### config.mk
export PLATFORM = sky130hd
export DESIGN_NAME = stationary_gated_zero_averager_unit
export DESIGN_NICKNAME = d
export VERILOG_FILES = /design/src/sv/sgza_pkg.sv /design/src/sv/sgza_standstill.sv /design/src/sv/sgza_capture.sv /design/src/sv/stationary_gated_zero_averager_unit.sv
export VERILOG_INCLUDE_DIRS = /design/src /design/src/sv
export SDC_FILE = /design/constraint.sdc
export NUM_CORES = 1
export LEC_CHECK = 0
export BUFFER_PORTS_ARGS = -buffer_cell sky130_fd_sc_hd__buf_4
export CAP_MARGIN = 25
export CORE_ASPECT_RATIO = 0.5
export CORE_MARGIN = 2
export CORE_UTILIZATION = 45
export DETAILED_ROUTE_END_ITERATION = 8
export PLACE_DENSITY_LB_ADDON = 0.05
export SYNTH_ARGS = -nofsm -noshare
export SYNTH_HDL_FRONTEND = slang
export SYNTH_HIERARCHICAL = 1
export SYNTH_SLANG_ARGS = --single-unit
### constraint.sdc
create_clock -name clk -period 10.6 [get_ports clk]
set_clock_uncertainty 0.15 [all_clocks]
set_input_delay 2.12 -clock clk [delete_from_list [all_inputs] [get_ports clk]]
set_output_delay 2.12 -clock clk [all_outputs]
set_load 0.005 [all_outputs]
### src/sv/stationary_gated_zero_averager_unit_macros.svh
// ----------------------------------------------------------------------------
// Assertion macros for the stationary gated zero averager unit
// Shared concurrent assertion forms, sampled on the rising clock edge and
// disabled while the synchronous active-low reset is asserted.
// ----------------------------------------------------------------------------
`ifndef STATIONARY_GATED_ZERO_AVERAGER_UNIT_MACROS_SVH
`define STATIONARY_GATED_ZERO_AVERAGER_UNIT_MACROS_SVH

// The consequent must hold in the same cycle as the antecedent.
`define SGZA_ASSERT_SAME(lbl, clk, rstn, ante, cons) \
  lbl: assert property (@(posedge clk) disable iff (!(rstn)) (ante) |-> (cons)) \
    else $error("assertion failed: same-cycle implication");

// The consequent must hold in the cycle after the antecedent.
`define SGZA_ASSERT_NEXT(lbl, clk, rstn, ante, cons) \
  lbl: assert property (@(posedge clk) disable iff (!(rstn)) (ante) |=> (cons)) \
    else $error("assertion failed: next-cycle implication");

`endif

### src/sv/sgza_pkg.sv
// ----------------------------------------------------------------------------
// sgza_pkg
// Widths, register indexes, capture status codes and shared types of the
// stationary gated zero averager unit.
// ----------------------------------------------------------------------------
package sgza_pkg;

  localparam int ANGLE_W   = 16;
  localparam int RAW_W     = 16;
  localparam int WINDOW_W  = 15;
  localparam int DWELL_W   = 16;
  localparam int CFG_W     = 16;
  localparam int STATUS_W  = 3;
  localparam int TALLY_W   = 7;
  localparam int SUM_W     = 22;
  localparam int N_CH      = 4;
  localparam int DELTA_W   = ANGLE_W + 2;

  localparam int COUNTS_PER_REV  = 65536;
  localparam int AVERAGE_SAMPLES = 64;

  // Configuration register indexes.
  localparam logic REG_WINDOW = 1'b0;
  localparam logic REG_DWELL  = 1'b1;

  localparam logic [WINDOW_W-1:0] WINDOW_RESET = WINDOW_W'(16);
  localparam logic [DWELL_W-1:0]  DWELL_RESET  = DWELL_W'(10000);

  typedef logic [STATUS_W-1:0] cap_status_t;

  localparam cap_status_t CAP_NONE       = 3'd0;
  localparam cap_status_t CAP_STARTED    = 3'd1;
  localparam cap_status_t CAP_DONE       = 3'd2;
  localparam cap_status_t CAP_ABORTED    = 3'd3;
  localparam cap_status_t CAP_REJ_BUSY   = 3'd4;
  localparam cap_status_t CAP_REJ_MOVING = 3'd5;

  typedef logic [RAW_W-1:0] raw_t;

  // Standstill flag as held before this item and as it will be after it.
  typedef struct packed {
    logic flag;
    logic flag_nxt;
  } standstill_t;

endpackage

### src/sv/sgza_standstill.sv
// ----------------------------------------------------------------------------
// sgza_standstill
// Anchor angle, saturating dwell counter and the stationary flag.
// ----------------------------------------------------------------------------
module sgza_standstill (
  input  logic                          clk,
  input  logic                          rst_n,
  input  logic                          sample_fire,
  input  logic [sgza_pkg::ANGLE_W-1:0]  angle,
  input  logic                          invalid,
  input  logic [sgza_pkg::WINDOW_W-1:0] window_counts,
  input  logic [sgza_pkg::DWELL_W-1:0]  dwell_samples,
  output sgza_pkg::standstill_t         still
);

  localparam logic signed [sgza_pkg::DELTA_W-1:0] REV =
    sgza_pkg::DELTA_W'(sgza_pkg::COUNTS_PER_REV);
  localparam logic signed [sgza_pkg::DELTA_W-1:0] HALF_REV =
    sgza_pkg::DELTA_W'(sgza_pkg::COUNTS_PER_REV / 2);

  logic                         tracking_r, tracking_nxt;
  logic [sgza_pkg::ANGLE_W-1:0] anchor_r, anchor_nxt;
  logic [sgza_pkg::DWELL_W-1:0] dwell_r, dwell_nxt;
  logic                         flag_r, flag_nxt;

  logic signed [sgza_pkg::DELTA_W-1:0] delta_raw;
  logic signed [sgza_pkg::DELTA_W-1:0] delta;
  logic signed [sgza_pkg::DELTA_W-1:0] win;
  logic                                outside;

  always_comb begin
    delta_raw = $signed({2'b00, angle}) - $signed({2'b00, anchor_r});
    if (delta_raw > HALF_REV) begin
      delta = delta_raw - REV;
    end else if (delta_raw < -HALF_REV) begin
      delta = delta_raw + REV;
    end else begin
      delta = delta_raw;
    end
    win     = $signed({3'b000, window_counts});
    outside = (delta > win) || (delta < -win);
  end

  always_comb begin
    tracking_nxt = tracking_r;
    anchor_nxt   = anchor_r;
    dwell_nxt    = dwell_r;
    flag_nxt     = flag_r;
    if (invalid) begin
      tracking_nxt = 1'b0;
      dwell_nxt    = '0;
      flag_nxt     = 1'b0;
    end else if (!tracking_r || outside) begin
      // First valid sample or a jump out of the window: re-anchor here.
      tracking_nxt = 1'b1;
      anchor_nxt   = angle;
      dwell_nxt    = sgza_pkg::DWELL_W'(1);
      flag_nxt     = 1'b0;
    end else begin
      if (dwell_r < dwell_samples) begin
        dwell_nxt = dwell_r + sgza_pkg::DWELL_W'(1);
      end
      flag_nxt = (dwell_nxt >= dwell_samples);
    end
  end

  always_ff @(posedge clk) begin
    if (!rst_n) begin
      tracking_r <= 1'b0;
      anchor_r   <= '0;
      dwell_r    <= '0;
      flag_r     <= 1'b0;
    end else if (sample_fire) begin
      tracking_r <= tracking_nxt;
      anchor_r   <= anchor_nxt;
      dwell_r    <= dwell_nxt;
      flag_r     <= flag_nxt;
    end
  end

  assign still.flag     = flag_r;
  assign still.flag_nxt = flag_nxt;

endmodule

### src/sv/sgza_capture.sv
// ----------------------------------------------------------------------------
// sgza_capture
// Zero capture control, the four channel sums and the rounded averages.
// ----------------------------------------------------------------------------
module sgza_capture (
  input  logic                  clk,
  input  logic                  rst_n,
  input  logic                  fire,
  input  logic                  kind,
  input  sgza_pkg::raw_t        ch [sgza_pkg::N_CH],
  input  sgza_pkg::standstill_t still,
  output sgza_pkg::cap_status_t status,
  output sgza_pkg::raw_t        avg [sgza_pkg::N_CH]
);

  localparam int RND_W = sgza_pkg::SUM_W + 1;

  logic                         active_r, active_nxt;
  logic [sgza_pkg::TALLY_W-1:0] tally_r, tally_nxt;
  logic [sgza_pkg::SUM_W-1:0]   sums_r   [sgza_pkg::N_CH];
  logic [sgza_pkg::SUM_W-1:0]   sums_nxt [sgza_pkg::N_CH];
  logic [sgza_pkg::SUM_W-1:0]   sum_add  [sgza_pkg::N_CH];
  logic [RND_W-1:0]             rounded  [sgza_pkg::N_CH];
  logic [sgza_pkg::TALLY_W-1:0] tally_inc;

  always_comb begin
    tally_inc = tally_r + sgza_pkg::TALLY_W'(1);
    for (int i = 0; i < sgza_pkg::N_CH; i++) begin
      sum_add[i] = sums_r[i] + sgza_pkg::SUM_W'(ch[i]);
      rounded[i] = RND_W'(sum_add[i]) + RND_W'(sgza_pkg::AVERAGE_SAMPLES / 2);
    end
  end

  always_comb begin
    active_nxt = active_r;
    tally_nxt  = tally_r;
    sums_nxt   = sums_r;
    status     = sgza_pkg::CAP_NONE;
    for (int i = 0; i < sgza_pkg::N_CH; i++) begin
      avg[i] = '0;
    end
    if (kind) begin
      if (active_r) begin
        status = sgza_pkg::CAP_REJ_BUSY;
      end else if (!still.flag) begin
        status = sgza_pkg::CAP_REJ_MOVING;
      end else begin
        for (int i = 0; i < sgza_pkg::N_CH; i++) begin
          sums_nxt[i] = '0;
        end
        tally_nxt  = '0;
        active_nxt = 1'b1;
        status     = sgza_pkg::CAP_STARTED;
      end
    end else if (active_r) begin
      if (!still.flag_nxt) begin
        active_nxt = 1'b0;
        status     = sgza_pkg::CAP_ABORTED;
      end else begin
        sums_nxt  = sum_add;
        tally_nxt = tally_inc;
        if (tally_inc >= sgza_pkg::TALLY_W'(sgza_pkg::AVERAGE_SAMPLES)) begin
          for (int i = 0; i < sgza_pkg::N_CH; i++) begin
            avg[i] = sgza_pkg::RAW_W'(rounded[i] / sgza_pkg::AVERAGE_SAMPLES);
          end
          active_nxt = 1'b0;
          status     = sgza_pkg::CAP_DONE;
        end
      end
    end
  end

  always_ff @(posedge clk) begin
    if (!rst_n) begin
      active_r <= 1'b0;
      tally_r  <= '0;
      for (int i = 0; i < sgza_pkg::N_CH; i++) begin
        sums_r[i] <= '0;
      end
    end else if (fire) begin
      active_r <= active_nxt;
      tally_r  <= tally_nxt;
      sums_r   <= sums_nxt;
    end
  end

endmodule

### src/sv/stationary_gated_zero_averager_unit.sv
// ----------------------------------------------------------------------------
// stationary_gated_zero_averager_unit
// Standstill detector with gated zero-offset averaging of four raw channels.
// ----------------------------------------------------------------------------
// Usage: each transfer on the input channel (in_valid/in_stall) is either a
// sample (in_kind 0) or a request to start a zero capture (in_kind 1). Every
// input transfer produces exactly one transfer on the result channel
// (out_valid/out_stall) carrying the stationary flag after that item, the
// capture status, and the four rounded channel means when the status is done.
// The two configuration registers (window and dwell) are written through
// cfg_wr_en/cfg_index/cfg_wdata, one register per cycle, while the block is
// idle. An accepted item is held in the input register, the standstill and
// capture logic then evaluate in one pass and the result lands in the output
// register. Throughput is one item per clock unless the receiver stalls;
// the rate is set by the single combinational pass from input register to
// result register, which also updates the tracking and capture state.
// A synchronous reset (rst_n low) empties both registers, clears tracking,
// the dwell count, the flag and any running capture, and restores the
// register defaults. When the receiver stalls, the result is held, the input
// register can still fill once, and only then is in_stall raised.
// ----------------------------------------------------------------------------
`include "stationary_gated_zero_averager_unit_macros.svh"

module stationary_gated_zero_averager_unit (
  input  logic                          clk,
  input  logic                          rst_n,
  // Configuration write port
  input  logic                          cfg_wr_en,
  input  logic                          cfg_index,
  input  logic [sgza_pkg::CFG_W-1:0]    cfg_wdata,
  // Input channel
  input  logic                          in_valid,
  output logic                          in_stall,
  input  logic                          in_kind,
  input  logic [sgza_pkg::ANGLE_W-1:0]  in_angle_count,
  input  logic                          in_position_invalid,
  input  logic [sgza_pkg::RAW_W-1:0]    in_a1_sin_raw,
  input  logic [sgza_pkg::RAW_W-1:0]    in_a1_cos_raw,
  input  logic [sgza_pkg::RAW_W-1:0]    in_a2_sin_raw,
  input  logic [sgza_pkg::RAW_W-1:0]    in_a2_cos_raw,
  // Result channel
  output logic                          out_valid,
  input  logic                          out_stall,
  output logic                          out_stationary,
  output logic [sgza_pkg::STATUS_W-1:0] out_capture_status,
  output logic [sgza_pkg::RAW_W-1:0]    out_avg_a1_sin,
  output logic [sgza_pkg::RAW_W-1:0]    out_avg_a1_cos,
  output logic [sgza_pkg::RAW_W-1:0]    out_avg_a2_sin,
  output logic [sgza_pkg::RAW_W-1:0]    out_avg_a2_cos
);

  // Configuration registers.
  logic [sgza_pkg::WINDOW_W-1:0] window_r;
  logic [sgza_pkg::DWELL_W-1:0]  dwell_r;

  // Input register stage.
  logic                         s1_valid_r, s1_valid_nxt;
  logic                         s1_kind_r;
  logic [sgza_pkg::ANGLE_W-1:0] s1_angle_r;
  logic                         s1_invalid_r;
  sgza_pkg::raw_t               s1_ch_r [sgza_pkg::N_CH];

  // Result register stage.
  logic                  out_valid_r, out_valid_nxt;
  logic                  out_stationary_r;
  sgza_pkg::cap_status_t out_status_r;
  sgza_pkg::raw_t        out_avg_r [sgza_pkg::N_CH];

  logic                  in_fire;
  logic                  s1_adv;
  logic                  out_fire;
  sgza_pkg::standstill_t still;
  sgza_pkg::cap_status_t cap_status;
  sgza_pkg::raw_t        cap_avg [sgza_pkg::N_CH];

  always_ff @(posedge clk) begin
    if (!rst_n) begin
      window_r <= sgza_pkg::WINDOW_RESET;
      dwell_r  <= sgza_pkg::DWELL_RESET;
    end else if (cfg_wr_en) begin
      case (cfg_index)
        sgza_pkg::REG_WINDOW: window_r <= cfg_wdata[sgza_pkg::WINDOW_W-1:0];
        sgza_pkg::REG_DWELL:  dwell_r  <= cfg_wdata[sgza_pkg::DWELL_W-1:0];
        default: ;
      endcase
    end
  end

  // The input register moves on whenever the result register is empty or
  // its content is being taken this cycle; it refills in the same cycle.
  assign s1_adv   = s1_valid_r && (!out_valid_r || !out_stall);
  assign in_stall = s1_valid_r && out_valid_r && out_stall;
  assign in_fire  = in_valid && !in_stall;
  assign out_fire = out_valid_r && !out_stall;

  always_comb begin
    s1_valid_nxt = s1_valid_r;
    if (in_fire) begin
      s1_valid_nxt = 1'b1;
    end else if (s1_adv) begin
      s1_valid_nxt = 1'b0;
    end
    out_valid_nxt = out_valid_r;
    if (s1_adv) begin
      out_valid_nxt = 1'b1;
    end else if (out_fire) begin
      out_valid_nxt = 1'b0;
    end
  end

  always_ff @(posedge clk) begin
    if (!rst_n) begin
      s1_valid_r  <= 1'b0;
      out_valid_r <= 1'b0;
    end else begin
      s1_valid_r  <= s1_valid_nxt;
      out_valid_r <= out_valid_nxt;
    end
  end

  always_ff @(posedge clk) begin
    if (in_fire) begin
      s1_kind_r    <= in_kind;
      s1_angle_r   <= in_angle_count;
      s1_invalid_r <= in_position_invalid;
      s1_ch_r[0]   <= in_a1_sin_raw;
      s1_ch_r[1]   <= in_a1_cos_raw;
      s1_ch_r[2]   <= in_a2_sin_raw;
      s1_ch_r[3]   <= in_a2_cos_raw;
    end
  end

  // Start requests leave standstill tracking untouched.
  sgza_standstill u_standstill (
    .clk           (clk),
    .rst_n         (rst_n),
    .sample_fire   (s1_adv && !s1_kind_r),
    .angle         (s1_angle_r),
    .invalid       (s1_invalid_r),
    .window_counts (window_r),
    .dwell_samples (dwell_r),
    .still         (still)
  );

  sgza_capture u_capture (
    .clk    (clk),
    .rst_n  (rst_n),
    .fire   (s1_adv),
    .kind   (s1_kind_r),
    .ch     (s1_ch_r),
    .still  (still),
    .status (cap_status),
    .avg    (cap_avg)
  );

  always_ff @(posedge clk) begin
    if (s1_adv) begin
      out_stationary_r <= s1_kind_r ? still.flag : still.flag_nxt;
      out_status_r     <= cap_status;
      out_avg_r        <= cap_avg;
    end
  end

  assign out_valid          = out_valid_r;
  assign out_stationary     = out_stationary_r;
  assign out_capture_status = out_status_r;
  assign out_avg_a1_sin     = out_avg_r[0];
  assign out_avg_a1_cos     = out_avg_r[1];
  assign out_avg_a2_sin     = out_avg_r[2];
  assign out_avg_a2_cos     = out_avg_r[3];

  // Back-pressure only arises with both stages full.
  `SGZA_ASSERT_SAME(a_stall_full, clk, rst_n, in_stall, s1_valid_r && out_valid_r)
  // An advancing input stage always leaves a result behind.
  `SGZA_ASSERT_NEXT(a_adv_fills, clk, rst_n, s1_adv, out_valid_r)
  // A finished capture can only come from a stationary shaft.
  `SGZA_ASSERT_SAME(a_done_still, clk, rst_n,
    out_valid_r && (out_status_r == sgza_pkg::CAP_DONE), out_stationary_r)
  // Abort and motion rejection both report a moving shaft.
  `SGZA_ASSERT_SAME(a_moving_flag, clk, rst_n,
    out_valid_r && ((out_status_r == sgza_pkg::CAP_ABORTED) ||
    (out_status_r == sgza_pkg::CAP_REJ_MOVING)), !out_stationary_r)

endmodule

======== After elaboration in Yosys (flattened, before gate mapping) ========
Index checks and enable logic that the tools add are counted.
cells by class
  reductions and logical operators ........ 26
  bitwise gates (word level) .............. 5
  magnitude comparators ................... 7
  eq/ne operators ......................... 1
  add/subtract/negate cells ............... 14
  mux-type cells .......................... 38
operators by type and width
  kind                                                   number
  2-to-1 mux 88 bit                                      5
  adder 22 x 16 -> 22 bit                                4
  adder 22 x 6 -> 22 bit (second input constant)         4
  2-to-1 mux 16 bit                                      5
  2-to-1 mux 18 bit                                      2
  2-to-1 mux 7 bit                                       5
  adder 18 bit (second input constant)                   1
  > comparator 18 x 16 -> 1 bit                          1
  > comparator 18 x 17 -> 1 bit (second input constant)  1
  < comparator 18 x 16 -> 1 bit (second input constant)  1
  < comparator 18 bit                                    1
  negation 15 -> 18 bit                                  1
  subtractor 18 bit (second input constant)              1
  subtractor 16 x 16 -> 17 bit                           1
  adder 16 x 1 -> 16 bit (second input constant)         1
  >= comparator 16 bit                                   1
  < comparator 16 bit                                    1
  2-to-1 mux 1 bit                                       15
  2-to-1 mux 3 bit                                       5
  nonzero test 2 bit                                     6
  adder 7 x 1 -> 7 bit (second input constant)           1
  >= comparator 7 bit (second input constant)            1
  logical AND 1 bit                                      6
  AND reduction 2 bit                                    3
  8 further kinds                                        18
word-level totals
  register bits ........................... 313
  output and inout bits ................... 70
  input bits .............................. 104
  logic and storage cells ................. 118

======== Logic depth before layout (Yosys ltp) ========
  word-level depth ........................ 15
  depth in mapped cells ................... 28
  gate-level depth less buffers ........... 26

======== Cells and area by module ========
The synthesis kept the hierarchy.
by module, submodules not included
  module                               cells each  area each (um2)  sequential area each (um2)  times used
  sgza_capture                         1,183       8,929.8          1,921.8                     1
  stationary_gated_zero_averager_unit  288         5,814.3          5,165.0                     1
  sgza_standstill                      587         4,493.1          680.7                       1

======== Worst setup path before layout ========
OpenSTA, ideal clock, no wires.
  path kind ............................... input to register
  from .................................... input port out_stall
  to ...................................... register u_capture/sums_r[19] in the netlist's numbering
  setup time .............................. 0.071 ns
  data required time ...................... 10.379 ns
  arrival ................................. 9.044 ns
  slack ................................... 1.335 ns
  stages .................................. 7
  cells stage by stage .................... a21boi_0 -> and3_1 -> clkbuf_1 -> clkbuf_1 -> clkbuf_1 -> nand2_1 -> a21oi_1
on the way
  cells in the longest elaborated chain, start to end .. 4
ends and longest elaborated chain
  what                           line                                       text
  from (decl)                    stationary_gated_zero_averager_unit.sv:43  input logic out_stall,
  logical NOT 1 bit              stationary_gated_zero_averager_unit.sv:91  assign s1_adv = s1_valid_r && (!out_valid_r || !out_stall);
  logical OR 1 bit               stationary_gated_zero_averager_unit.sv:91
  logical AND 1 bit              stationary_gated_zero_averager_unit.sv:91
  AND reduction 5 bit (no line)  --
  to (signal assigned)           sgza_capture.sv:83                         sums_r <= sums_nxt;
  to (decl)                      sgza_capture.sv:20                         logic [sgza_pkg::SUM_W-1:0] sums_r [sgza_pkg::N_CH];
Every way passes these cells.
A chain may end at the register's enable or synchronous reset.

==> flow_summary.yaml <==
floorplan:
  die_x_um: 296
  design.core.area_sq_um: 42100
  row_count: 53
  initial_core_util: 0.457
  ios: 174
  dieArea_sq_um: 44500
  dieHeight_um: 150
clock_tree:
  cts_setup_buffers: 0
  cts.path.max_buffers: 3
  h-tree-depth: 2
  clk_latency_ns: 0.54
  cts_root_buf: "clkbuf_16"
  numCtsBuffers: 34
  postCtsHoldBufs: 0
  postCtsResizedCells: 0
  cts_tree: "done"
  clk_pin_slew_ns: 0.06
  cts.sinks: 313
placement:
  place_congestion: 0.856
  place_area_sq_um: 21000
  io_buffer_count: 173
  hpwl_um: 33200
setup_path:
  cp-end-kind: "flip-flop"
  slowest_delay_ns: 0.85
  cp.required_ns: 10.85
  cp_cell_sequence: "inv_1 > ha_1 > inv_1 > fa_1 > xor2_1 > or3b_1 > a2111o_1 > a2111o_1 > a2111o_1 > nor3_1 > nor2_1 > ha_1 > nand2_1 > a21oi_1 > a21oi_1 > o21ai_0 > nor3_1 > nor3b_1 > nand2_1 > or2_2 > buf_4 > or4_1 > nand2_1"
  r2r_start: "s1_angle_r[0]"
  slowest_stage: "nor3b_1"
  critPathLaunch: "s1_angle_r[0]"
  path_class: "reg -> reg"
  cp_max_fo: 31
  startpoint_type: "flip-flop"
  worstPathArrival_ns: 7.42
global_routing:
  grt_max_degree: 85
  grtUsageTotal: 0.208
  antenna_found_initial: 0
  grt_pass1_vias: 14600
  overflow: 0
  grt_pass1_wl_um: 75200
finish:
  syn_to_final_growth_pct: 14.9
  final_cell_mix: "nor2_1, buf_4, nand2_1"
  n_antenna_cell: 0
  drive_gt1_frac: 0.135
  finalInstanceArea_sq_um: 22100
  fin_nets: 2450
  final_common_cell: "nor2_1"
  fill_cells: 3936
synthesis:
  synth_edf_count: 150
  async_flop_share: 0
  syn-num-nets: 2317
  ys.flop_type: "dfxtp_1"
  yosys_warnings: 6
  ys_seq_area_frac: 0.404
  ys_types: 101
  ys_ff_latch: 313
  postSynthAreaPerCell_sq_um: 9.35
  netlist_area_sq_um: 19200
  synth_cells: 2058
power:
  power_density_nw_per_um2: 128
  leakage_nw: 8.82
  vdd_drop_max_mv: 0.0873
timing:
  tightest_slew_ns: 1.01
  final_max_slew_viol_count: 0
  max_freq_mhz: 140
  finalHoldViolCount: 0
  slew_headroom: 0.325
  post-route-min-period_ns: 7.17
  setup-tns-final_ns: 0
  setup_viol: 0
  rsz0062_at_grt: "no"
  finalCritPeriodShare: 0.676
route:
  routed_via_density: 5.45
  wl_um: 46200
  drtAntennaViolNets: 0
  drc: 0
  vias: 15200
  drt_pass1_iterations: 5
  wl_per_cell_um: 16.5
  drt-initial-drc-count: 722
run_status:
  outcome: "finished, final reports clean"
worst_hold_path:
  hp-start: "dwell_r[3]"
  min_path_type: "reg -> reg"
run:
  max_cap_violations: 0
==> critical path, delay by kind of cell, from the launching register on <==
family | cells | cell delay [ns]
xor+xnor | 1 | 0.19
flops | 1 | 0.37
fa+ha+maj | 3 | 0.91
simple gates | 10 | 3.40
compound gates | 6 | 1.52
buf+inv | 3 | 0.48
==> layer usage <==
metal,track usage,part of all wire,vias to the layer above
li1,-,-,7743
met1,0.284,0.49,7217
met2,0.350,0.46,206
met3,0.0314,0.036,56
met4,0.0422,0.018,0
met5,0,0,-
==> sequential cells by signal, summed over array words and instances, names as in the netlist, 7 cells and up <==
| name | flops |
|---|---|
| out_avg_a2_sin | 16 |
| u_capture/tally_r | 7 |
| u_standstill/dwell_r | 16 |
| u_capture/sums_r | 88 |
| u_standstill/anchor_r | 16 |
| out_avg_a1_sin | 16 |
| dwell_r | 16 |
| s1_ch_r | 64 |
| out_avg_a2_cos | 16 |
| window_r | 15 |
| out_avg_a1_cos | 16 |
| s1_angle_r | 16 |
==> report_power, final <==
part	switching [W]	internal, W	leakage, nW
registers	0.0000212	0.00131	2.72
clock network	0.000511	0.000663	0.540
logic	0.000182	0.000142	5.56
==> logic make-up (layout without fill, tap and decap cells) <==
kind of cell,count (synthesis),in the layout,synth area share
xor gates and xnor gates,142,142,0.0647
buffers and inverters,203,362,0.0454
and+or+nand+nor,718,718,0.183
AOI/OAI and AO/OA,477,477,0.174
muxes,50,50,0.0261
adders and majority gates,155,155,0.103
DFF,313,313,0.404
==> worst paths after layout <==
path / endpoint / slack (ns) / cells after the start
worst max-delay path: out_avg_a2_sin[10] / 3.43 / 23
worst min-delay path: dwell_r[3] / 0.31 / 2
worst max register to register: out_avg_a2_sin[10] / 3.43 / 23
worst min register to register: dwell_r[3] / 0.31 / 2
==> stage by stage <==
step                      utilization  power [W]  std cells  setup slack, ns  hold WS [ns]
after CTS                       0.524    0.00287       2792             3.40         0.309
final                           0.525    0.00283       2794             3.43         0.308
after global routing            0.525    0.00296       2794             2.73         0.321
after global placement          0.497    0.00168       2727             3.51         0.288
after floorplan                     -    0.00157       2058             1.34         0.278
after detailed placement        0.498    0.00168       2730             3.43         0.300
==> cell usage after synthesis, drive strengths merged, types with 15 or more instances <==
cell,n,area (sq um)
a211oi,21,163
a21o,52,393
a21oi,121,621
a22oi,68,510
and2,28,184
and3,31,194
buf,28,194
clkbuf,64,263
dfxtp,163,3260
edfxtp,150,4500
ha,150,1880
inv,110,413
mux2i,48,480
nand2,175,659
nand2b,19,119
nand3,59,295
nand4,34,213
nor2,221,830
nor2b,23,144
nor3,39,195
nor4,15,128
o211ai,22,170
o21a,16,120
o21ai,65,325
or2,15,93.8
xnor2,87,762
xor2,55,482
==> cell type report <==
| class | instances | area, sq um | area share |
|---|---|---|---|
| sequential | 313 | 7770 | 0.351 |
| clock buffer | 42 | 905 | 0.0409 |
| timing repair buffer | 189 | 1490 | 0.0674 |
| inverter | 111 | 417 | 0.0189 |
| clock inverter | 20 | 174 | 0.00787 |
| multi-input combinational | 1542 | 10600 | 0.481 |
| tap | 577 | 722 | 0.0327 |
(Power assumes the default switching activity.)
